[src/sv/lphm_pkg.sv]
package lphm_pkg;

    localparam int SLOTS_DEF = 64;

    localparam int CMD_W  = 2;
    localparam int HASH_W = 32;
    localparam int KEY_W  = 64;
    localparam int VAL_W  = 64;
    localparam int EXT_W  = 32;
    localparam int IDXF_W = 7;
    localparam int STAT_W = 3;

    typedef enum logic [CMD_W-1:0] {
        CMD_GET    = 2'd0,
        CMD_SET    = 2'd1,
        CMD_REMOVE = 2'd2,
        CMD_NEXT   = 2'd3
    } cmd_t;

    typedef enum logic [STAT_W-1:0] {
        ST_ADDED     = 3'd0,
        ST_UPDATED   = 3'd1,
        ST_FOUND     = 3'd2,
        ST_NOT_FOUND = 3'd3,
        ST_REMOVED   = 3'd4,
        ST_FULL      = 3'd5,
        ST_END       = 3'd6
    } status_t;

    typedef struct packed {
        logic [HASH_W-1:0] hash;
        logic [KEY_W-1:0]  key;
        logic [VAL_W-1:0]  value;
        logic [EXT_W-1:0]  extra;
    } entry_t;

    typedef enum logic [2:0] {
        S_CLEAR,
        S_IDLE,
        S_SETUP,
        S_HASH,
        S_CHECK
    } state_t;

    // controller -> datapath
    typedef struct packed {
        logic clear_wr;
        logic accept;
        logic mod_start;
        logic load_start;
        logic load_hash;
        logic step;
        logic finish_early;
        logic finish_probe;
    } dp_cmd_t;

    // datapath -> controller
    typedef struct packed {
        logic clear_last;
        logic is_next;
        logic start_oob;
        logic hash_zero;
        logic mod_done;
        logic hit;
        logic last;
        logic out_free;
    } dp_stat_t;

endpackage

[src/sv/lphm_ctrl.sv]
module lphm_ctrl import lphm_pkg::*; (
    input  logic     aclk,
    input  logic     aresetn,
    input  logic     s_valid,
    output logic     s_ready,
    input  dp_stat_t stat,
    output dp_cmd_t  cmd
);

    state_t state_reg, state_next;

    always_ff @(posedge aclk) begin
        if (!aresetn) begin
            state_reg <= S_CLEAR;
        end else begin
            state_reg <= state_next;
        end
    end

    always_comb begin
        state_next = state_reg;
        case (state_reg)
            S_CLEAR: begin
                if (stat.clear_last) state_next = S_IDLE;
            end
            S_IDLE: begin
                if (s_valid) state_next = S_SETUP;
            end
            S_SETUP: begin
                if (stat.is_next) begin
                    if (!stat.start_oob) begin
                        state_next = S_CHECK;
                    end else if (stat.out_free) begin
                        state_next = S_IDLE;
                    end
                end else if (!stat.hash_zero) begin
                    state_next = S_HASH;
                end else if (stat.out_free) begin
                    state_next = S_IDLE;
                end
            end
            S_HASH: begin
                if (stat.mod_done) state_next = S_CHECK;
            end
            S_CHECK: begin
                if ((stat.hit || stat.last) && stat.out_free) state_next = S_IDLE;
            end
            default: state_next = S_CLEAR;
        endcase
    end

    always_comb begin
        cmd     = '0;
        s_ready = 1'b0;
        case (state_reg)
            S_CLEAR: cmd.clear_wr = 1'b1;
            S_IDLE: begin
                s_ready    = 1'b1;
                cmd.accept = s_valid;
            end
            S_SETUP: begin
                if (stat.is_next) begin
                    cmd.load_start   = !stat.start_oob;
                    cmd.finish_early = stat.start_oob && stat.out_free;
                end else begin
                    cmd.mod_start    = !stat.hash_zero;
                    cmd.finish_early = stat.hash_zero && stat.out_free;
                end
            end
            S_HASH: cmd.load_hash = stat.mod_done;
            S_CHECK: begin
                if (stat.hit || stat.last) begin
                    cmd.finish_probe = stat.out_free;
                end else begin
                    cmd.step = 1'b1;
                end
            end
            default: cmd = '0;
        endcase
    end

endmodule

[config.mk]
export PLATFORM = sky130hd
export DESIGN_NAME = lphm_ctrl
export DESIGN_NICKNAME = d
export VERILOG_FILES = /design/src/sv/lphm_pkg.sv /design/src/sv/lphm_ctrl.sv
export SDC_FILE = /design/constraint.sdc
export NUM_CORES = 1
export LEC_CHECK = 0
export ABC_CLOCK_PERIOD_IN_PS = 2310
export BUFFER_PORTS_ARGS = -buffer_cell sky130_fd_sc_hd__buf_2
export CORE_AREA = 2 2 39 41
export CTS_BUF_LIST = sky130_fd_sc_hd__clkbuf_16
export DETAILED_ROUTE_END_ITERATION = 12
export DIE_AREA = 0 0 41 43
export GPL_TIMING_DRIVEN = 0
export SYNTH_ARGS = -nofsm -noshare
export SYNTH_HDL_FRONTEND = slang
export SYNTH_SLANG_ARGS = --single-unit
[constraint.sdc]
create_clock -name aclk -period 2.31 [get_ports aclk]
set_input_delay 0.3465 -clock aclk [delete_from_list [all_inputs] [get_ports aclk]]
set_output_delay 0.3465 -clock aclk [all_outputs]
set_load 0.005 [all_outputs]
* Word level (Yosys, flattened, before mapping)
Cells that the tools add are included.
Storage, ports and cells: logic and storage cells 39, output and inout bits 9, input bits 11, register bits 3
Operators by class: reductions and logical operators 8, equality and inequality tests 8, multiplexer cells 22
Operator list (count):
- 3-bit 2-to-1 mux | 8
- 3-bit case mux with 5 select lines | 1
- 1-bit 2-to-1 mux | 12
- 2-bit != test (second input constant) | 4
- 3-bit by 2-bit equality test with 1-bit output (second input constant) | 2
- 4-bit AND reduction | 1
- 3-bit by 1-bit equality test with 1-bit output (second input constant) | 1
- 3-bit equality test (second input constant) | 1
- 1-bit logical AND | 3
- 3-bit zero test | 1
- 1-bit zero test | 2
- 2-bit 2-to-1 mux | 1
- 1-bit logical OR | 1

* Longest topological paths before layout
Gate-level depths: netlist (run 1).
depth after elaboration 4, mapped depth 5, mapped depth without buffers 4

* Worst setup path after synthesis (run 1)
No wires, ideal clock.
path type flip-flop to output port, start reg state_reg[1], end out cmd[1] (netlist bit), data required time 1.964 ns, buffers on the path 1, arrival 1.174 ns, cell stages (with the launch flop) 5, slack 0.789 ns, cells stage by stage dfxtp_1 -> buf_6 -> or3b_4 -> nand2b_4 -> nor3_1
RTL lines:
- from (decl) | RTL line lphm_ctrl.sv:10 | state_t state_reg, state_next;
- from (signal assigned) | RTL line lphm_ctrl.sv:16 | state_reg <= state_next;
- to (decl) | RTL line lphm_ctrl.sv:7 | output dp_cmd_t cmd

==> results of run 1 <==
==> final cells by class <==
cell class | count | area share [%]
buffer | 1 | 2.34
tap | 16 | 4.16
timing repair buffer | 19 | 19.7
clock buffer | 3 | 15.6
inverter | 1 | 0.779
sequential | 3 | 12.5
multi-input combinational | 33 | 44.2
clock inverter | 1 | 0.779
==> final timing paths <==
check	endpoint	slack (ns)	depth (start not counted)
setup / recovery	cmd[1]	0.44	5
hold / removal	state_reg[1]	0.37	2
setup reg to reg	state_reg[0]	0.92	5
hold reg to reg	state_reg[2]	0.71	3
==> layout by cell type, fill, tap and decap left out <==
cell,count
sky130_fd_sc_hd__buf_2,19
sky130_fd_sc_hd__nor2_1,6
sky130_fd_sc_hd__nor3_1,5
sky130_fd_sc_hd__nand2_1,3
sky130_fd_sc_hd__and3_1,3
sky130_fd_sc_hd__clkbuf_16,3
sky130_fd_sc_hd__dfxtp_1,3
sky130_fd_sc_hd__inv_1,2
sky130_fd_sc_hd__o21ai_0,2
sky130_fd_sc_hd__buf_6,1
sky130_fd_sc_hd__nor2b_2,1
sky130_fd_sc_hd__nor2b_1,1
sky130_fd_sc_hd__or3b_4,1
sky130_fd_sc_hd__nand2b_1,1
sky130_fd_sc_hd__nor2_4,1
sky130_fd_sc_hd__nand2b_4,1
sky130_fd_sc_hd__and2_1,1
sky130_fd_sc_hd__a211oi_1,1
sky130_fd_sc_hd__mux2_2,1
sky130_fd_sc_hd__mux2i_1,1
sky130_fd_sc_hd__nor4bb_1,1
sky130_fd_sc_hd__a21oi_1,1
sky130_fd_sc_hd__o31a_1,1
sky130_fd_sc_hd__o221ai_1,1
==> logic make-up (layout without fill, tap and decap cells) <==
| logic type | count (synthesis) | in the layout | synth area share [%] |
|---|---|---|---|
| multiplexers | 2 | 2 | 7.39 |
| flip-flops | 3 | 3 | 20.9 |
| buffers and inverters | 2 | 25 | 5.22 |
| AO/OA/AOI/OAI | 6 | 6 | 13.9 |
| AND/OR/NAND/NOR | 25 | 25 | 52.6 |
==> layer usage <==
| layer | part of all wire (%) | global-route usage, % |
|---|---|---|
| met4 | 0 | 6.00 |
| met3 | 11 | 6.28 |
| met1 | 48 | 12.5 |
| met2 | 40 | 10.9 |
| met5 | 0 | 0 |
==> metrics by stage <==
step	hold WS [ns]	area, µm²	worst slack [ns]
floorplan	0.474	288	0.789
global placement	0.595	403	0.655
detailed placement	0.597	403	0.672
CTS	0.369	482	0.433
global route	0.381	482	0.380
finish	0.371	482	0.443
==> worst reg2reg max path, stage by stage (launching register included) <==
cell                       delay, ns
sky130_fd_sc_hd__dfxtp_1        0.31
sky130_fd_sc_hd__buf_6          0.13
sky130_fd_sc_hd__or3b_4         0.41
sky130_fd_sc_hd__nand2b_4       0.16
sky130_fd_sc_hd__o221ai_1       0.15
sky130_fd_sc_hd__and3_1         0.17
==> where the power goes <==
group	leakage (nW)	internal, mW	switching (mW)
Sequential	0.0245	0.0569	0.00497
Clock	0.0423	0.223	0.0434
Combinational	0.179	0.0382	0.0325
==> results.md, run 1 <==
Run status:
- The flow ran to the end, and the final reports show no timing, DRC or antenna violations.

Die:
- The chip height is between 40 and 50 µm.
- The die covers 1760 µm².
- 20 I/O pins were placed.
- Once the floorplan was initialized, standard cells occupied 20.8% of the core.
- The floorplan has 14 rows.
- The floorplan core area is 1380 µm².
- From left edge to right edge, the die measures 41 µm.

STA:
- The final setup TNS is 0 ns.
- The fmax is 536 MHz.
- Setup repair after global routing left no endpoint under its margin.
- The total count of max-transition violations in the final report came to 0.
- The worst clock skew is 0.00104 ns.
- For the pin with the worst max-slew slack, the measured transition is 0.227 ns.
- The number of setup violations in the final report is 0.
- The minimum clock period is 1.87 ns.
- The worst pin sits at a relative slew slack of 84.7%.
- The number of endpoints with negative hold slack in the final report was 0.
- The final worst-path cycle share is 80.8%.

Setup path:
- In this run the critical register-to-register path is launched from state_reg[1].
- The start point of the critical path is state_reg[1].
- The category of the most critical setup path is reg -> out.
- The worst endpoint required time is 1.96 ns.
- The cell family with the largest share of critical-path delay is simple AND/OR/NAND/NOR gates.
- The critical path contains buffers and inverters numbering 2 combined.
- The largest single stage delay on the critical path is 0.41 ns.
- The largest fanout of any net on the critical path is 10.
- The startpoint class of the critical path is a flop.
- The signal on the critical path passes through buf_6, or3b_4, nand2b_4, nor3_1, buf_2.
- For the worst setup path, the data arrival time is ~1.5 ns.
- The sort of element at the end of the critical path is an output pin.
- The largest individual stage delay along the critical path comes from the cell sky130_fd_sc_hd__or3b_4.

Layout:
- Relative to the synthesized area, the layout overhead comes to 67.4%.
- The area used by multi-input combinational logic is 213 µm².
- Excluding fillers, the count of instances in the completed layout stands at 77.
- The post-route core utilization is 34.8%.
- The sequential cells in the finished layout cover a total of 60.1 µm².
- The post-route netlist has between 40% and 50% of its cells at a drive strength greater than 1.
- The diode insertion count for antenna repair is 0.
- The number of fill cells is 148.
- The register with the most flip-flops in the layout has 3 of them.
- After the last flow step, the layout net total stands at 73.

Logic synthesis:
- Counting distinct cell types in the post-synthesis netlist gives 22.
- The most common cell in the synthesized netlist is sky130_fd_sc_hd__nor2_1.
- Ranked by total cell area, the synthesized netlist is headed by sky130_fd_sc_hd__dfxtp_1 (21%), sky130_fd_sc_hd__nor3_1 (8.7%), sky130_fd_sc_hd__nor2_1 (7.8%).
- The share of async-settable or async-resettable flops after synthesis is 0%.
- The Yosys step of the flow raised 0 warnings.
- The share of the Yosys chip area taken by registers is 20.9%.
- Counting every instance in the synthesized netlist gives 38.
- In this run, synthesis produced a sequential element count of 3.
- The number of enable flip-flop cells after synthesis is 0.
- The area of the mapped netlist is 288 µm².
- The area share of the leading cell type in the synthesized netlist is 20.9%.
- sky130_fd_sc_hd__dfxtp_1 takes more of the synthesized area than any other cell.
- In this run the mean area of a mapped cell was around 7.6 µm².
- Ranked by instance count, the synthesized netlist is headed by sky130_fd_sc_hd__nor2_1 (6), sky130_fd_sc_hd__nor3_1 (5), sky130_fd_sc_hd__and3_1 (3), sky130_fd_sc_hd__dfxtp_1 (3), sky130_fd_sc_hd__nand2_1 (3).
- The number of nets in the synthesized netlist is 49.
- The most instantiated flip-flop cell in the synthesis netlist is sky130_fd_sc_hd__dfxtp_1.

Placed design:
- Input and output buffers added on the ports amount to 19.
- The routability-driven placement congestion ratio is 0.761.
- The total half-perimeter wirelength after legalization and detailed placement is 541 µm.
- In this run, placement finished with an instance count of 73.

Route:
- The final route contains 348 vias.
- The number of optimization iterations in the first detailed-route pass is 4.
- The initial detailed-routing violation count is 4.
- The routed design has 657 µm of wire.
- The average vias per placed instance is 4.52.
- The number of design rule violations left after detail routing is 0.
- The antenna violation net count after detailed routing is 0.
- The average routed wire per standard cell is about 8.5 µm.

Power:
- In this run the power density over the cells is 828 nW/µm².
- The highest ir drop seen on vdd is 0.000487 V.
- The leakage power total is approximately 0.25 nW.
- The overall power after layout is 0.399 mW.

Clock tree:
- The number of buffers created by CTS is 3.
- The number of levels the H-tree was split into is 1.
- The number of sinks on the clock net is 3.
- The count of instances resized after the clock tree is built is 0.
- The clock network latency to the later pin of the worst-skew pair is 0.22 ns.
- After clock tree synthesis, the clock-pin slew on the worst setup and hold paths is approximately 0.030 ns.
- The library cell used as clock root buffer is sky130_fd_sc_hd__clkbuf_16.
- After clock tree synthesis, the setup repair step added 0 buffers.
- Buffers inserted to repair hold after CTS numbered 0.
- The clock passes through at most 2 buffers.
- TritonCTS built the clock tree.

Global route:
- Global routing used 9.52% of the available tracks across all layers.
- Summed over all layers, the global routing overflow is 0.
- The first global-routing pass estimated 1080 µm of wire.
- Entering global routing, the biggest net connects 11 pins.
- The number of global-route vias before repair came to 289.
- The initial antenna violation count is 0.

Worst hold path:
- The path class of the lowest-slack min-delay path is in -> reg.
- The startpoint identified for the worst hold timing path is aresetn.

Run:
- The number of max-cap violations is 0.
Power figures use the tool's default switching activity.
==> run 2, diff against run 1 <==
--- a/config.mk
+++ b/config.mk
@@ -5,7 +5,7 @@
 export SDC_FILE = /design/constraint.sdc
 export NUM_CORES = 1
 export LEC_CHECK = 0
-export ABC_CLOCK_PERIOD_IN_PS = 2310
+export ABC_CLOCK_PERIOD_IN_PS = 1750
 export BUFFER_PORTS_ARGS = -buffer_cell sky130_fd_sc_hd__buf_2
 export CORE_AREA = 2 2 39 41
 export CTS_BUF_LIST = sky130_fd_sc_hd__clkbuf_16
==> constraint.sdc (replaced) <==
create_clock -name aclk -period 1.75 [get_ports aclk]
set_input_delay 0.2625 -clock aclk [delete_from_list [all_inputs] [get_ports aclk]]
set_output_delay 0.2625 -clock aclk [all_outputs]
set_load 0.005 [all_outputs]
==> results.md, run 2 (synthesis gave the netlist of run 1 again) <==
Clock tree:
- The maximum number of buffers from clock root to sink was 2 (unchanged).
- The number of sinks on the clock net was 3 (unchanged).
- Clock tree synthesis selected as its root buffer the cell sky130_fd_sc_hd__clkbuf_16.
- The number of buffers created by CTS is 3 (unchanged).
- TritonCTS built the clock tree.
- The number of levels the H-tree was split into is 1 (unchanged).
- The register clock-pin slew on the reported worst setup and hold paths is 0.03 ns (about the same).
- The clock network latency to the later pin of the worst-skew pair came to 0.22 ns (about the same).

Global route:
- The wire length of the first global-routing pass was 1160 µm (+7.7%).
- The initial antenna violation count was 0 (unchanged).
- The global router's overall resource usage is 10.2% (+0.70 points).
- The number of global-route vias before repair was 306 (+5.9%).
- The total congestion overflow after global routing is 0 (unchanged).
- The maximum number of pins on one net before global-route repair is 10 (-1).

Power:
- The power per standard cell area is 1060 nW/µm² (+28%).
- The overall power after layout is 0.532 mW (+33%).
- The highest ir drop seen on vdd came to 0.000650 V (+33%).
- The leakage power total came to 0.256 nW (+4.1%).

Die:
- The horizontal die dimension is 41 µm (unchanged).
- The starting density of the core is 20.8% (unchanged).
- The number of top-level pins is 20 (unchanged).
- The floorplan core area is 1380 µm² (unchanged).
- The area of the die is 1760 µm² (unchanged).
- The chip height was 43 µm (unchanged).
- The number of placement rows was 14 (unchanged).

Worst hold path:
- The path class of the tightest hold or removal check is in -> reg.
- The end point of the most critical hold path is state_reg[1].
- In this run the most critical hold path is launched from aresetn.
- The worst hold path cell count was 2 (unchanged).

Run:
- The number of max-cap violations is 0 (unchanged).

Layout:
- The number of fill cells is 148 (unchanged).
- The cell area after layout is 502 µm² (+4.2%).
- The relative area change from synthesis to final layout is 74.3%.
- The most common cell after layout, fill and taps aside is sky130_fd_sc_hd__buf_2.
- The diode insertion count for antenna repair is 0 (unchanged).
- In the layout the commonest cells are sky130_fd_sc_hd__buf_2 (19), sky130_fd_sc_hd__nor2_1 (6), sky130_fd_sc_hd__nor3_1 (4).
- The area used by sequential logic in the layout is 60.1 µm² (unchanged).
- The number of nets in the layout is 75 (+2.7%).
- The number of flip-flops in the largest register is 3 (unchanged).
- The fraction of final layout cells with drive strength greater than 1 came to 49.2% (+3.3 points).
- The area used by multi-input combinational logic came to 218 µm² (+2.4%).

Placed design:
- The post-placement setup slack was 0.196 ns (-0.476 ns).
- The routability-driven placement congestion ratio is 0.761 (unchanged).
- The area after detailed placement is 403 µm² (unchanged).
- The total half-perimeter wirelength after legalization and detailed placement came to 541 µm (unchanged).
- The port buffer count is 19 (unchanged).

Setup path:
- The cell count of the worst reg-to-reg path is 6 (+1).
- The sort of element at the end of the critical path is an output pin.
- The worst register-to-register path ends at state_reg[2].
- The worst-path cell with the longest stage delay is sky130_fd_sc_hd__or3b_4.
- The slack of the worst reg-to-reg path is 0.32 ns (-0.60 ns).
- The worst setup path is launched from a flop.
- The worst endpoint required time came to 1.49 ns (-0.47 ns).
- The data arrival time of the critical path was 1.41 ns (-0.11 ns).
- The category of the most critical setup path is reg -> out.
- The launch point of the worst reg-to-reg path is state_reg[1].
- The largest stage delay on the critical path is 0.37 ns (-0.04 ns).
- The largest fanout of any net on the critical path is 3 (-7).
- The signal on the critical path passes through buf_6, or3b_4, nand2b_4, nor3_2, buf_2.

STA:
- The total count of max-transition violations in the final report came to 0 (unchanged).
- The least setup slack across all paths after layout came to 0.0768 ns (-0.367 ns).
- The fmax is 598 MHz.
- The normalized max-slew margin is 84.8% (+0.093 points).
- The final setup TNS is 0 ns (unchanged).
- The number of endpoints with negative hold slack in the final report came to 0 (unchanged).
- The number of setup violations in the final report is 0 (unchanged).
- The slew of the pin with the lowest slew margin is 0.226 ns (-0.00137 ns).
- The worst clock skew came to 0.00110 ns (+0.0000638 ns).
- Setup repair after global routing left no endpoint under its margin.
- The routed design could run at a clock period as short as 1.67 ns.
- Of the available clock period, the critical path in the final layout requires 95.6%.

Route:
- The average vias per placed instance is 4.54 (+0.55%).
- The number of optimization iterations in the first detailed-route pass is 4 (unchanged).
- The antenna violation net count after detailed routing is 0 (unchanged).
- The vias after detailed routing is 359 (+3.2%).
- The total wire length after detailed routing is 705 µm (+7.3%).
- The number of design rule violations left after detail routing was 0 (unchanged).
- The average routed wire per standard cell is 8.92 µm (+4.6%).
- The initial detailed-routing violation count is 3 (-1).

Run status:
- The flow ran to the end, and the final reports show no timing, DRC or antenna violations.
[run 2: cell count changes in the layout (fill, tap and decap cells not counted)]
cell / change
sky130_fd_sc_hd__nor3_2: +1
sky130_fd_sc_hd__nor3_1: -1
sky130_fd_sc_hd__buf_4: +2
[run 2: where the power goes]
part           leakage, nW  switching (mW)  internal (mW)
registers           0.0245         0.00665         0.0751
logic                0.189          0.0447         0.0541
clock network       0.0423          0.0573          0.294
[run 2: critical path: cells and delay by family, from the launching register on]
kind                   cells  cell delay [ns]
buffers and inverters      2             0.22
AND/OR/NAND/NOR            3             0.67
flip-flops                 1             0.31
[run 2: worst max path at each step]
stage | start | endpoint | slack (ns) | depth (start not counted)
2_1_floorplan | state_reg[1] | cmd[1] | 0.31 | 4
5_1_grt | state_reg[1] | cmd[1] | 0.005 | 5
4_1_cts | state_reg[1] | cmd[1] | 0.06 | 5
3_5_place_dp | state_reg[1] | cmd[1] | 0.20 | 5
6_report | state_reg[1] | cmd[1] | 0.08 | 5
3_3_place_gp | state_reg[1] | cmd[1] | 0.18 | 5
[run 2: routing by layer]
layer	vias up	GRT usage (%)	share of wire [%]	wire, µm
met4	0	6.00	0	0
met3	0	6.28	10	74
met2	16	12.2	42	296
li1	190	-	-	-
met1	153	13.4	47	333
met5	-	0	0	0
[run 2: area by class of cell]
type	instances	area share (%)
Multi-Input combinational cell	33	43.4
Timing Repair Buffer	21	21.9
Clock buffer	3	15.0
Sequential cell	3	12.0
Tap cell	16	3.99
Buffer	1	2.24
Clock inverter	1	0.748
Inverter	1	0.748
[run 2: stage by stage]
step | util, % | hold WS (ns) | cells
final | 36.3 | 0.284 | 79
after global routing | 36.3 | 0.297 | 79
after CTS | 35.9 | 0.285 | 79
after detailed placement | 29.1 | 0.513 | 73
after global placement | 29.1 | 0.511 | 73
after floorplan | - | 0.390 | 38
[run 2: timing repair]
item | 4_1_cts | 5_1_grt
endpoints found under the setup margin | 1 | 1
setup buffers | 2 | 0
hold endpoints to repair | 0 | 0
hold buffers | 0 | 0
gates resized for setup | 0 | 1
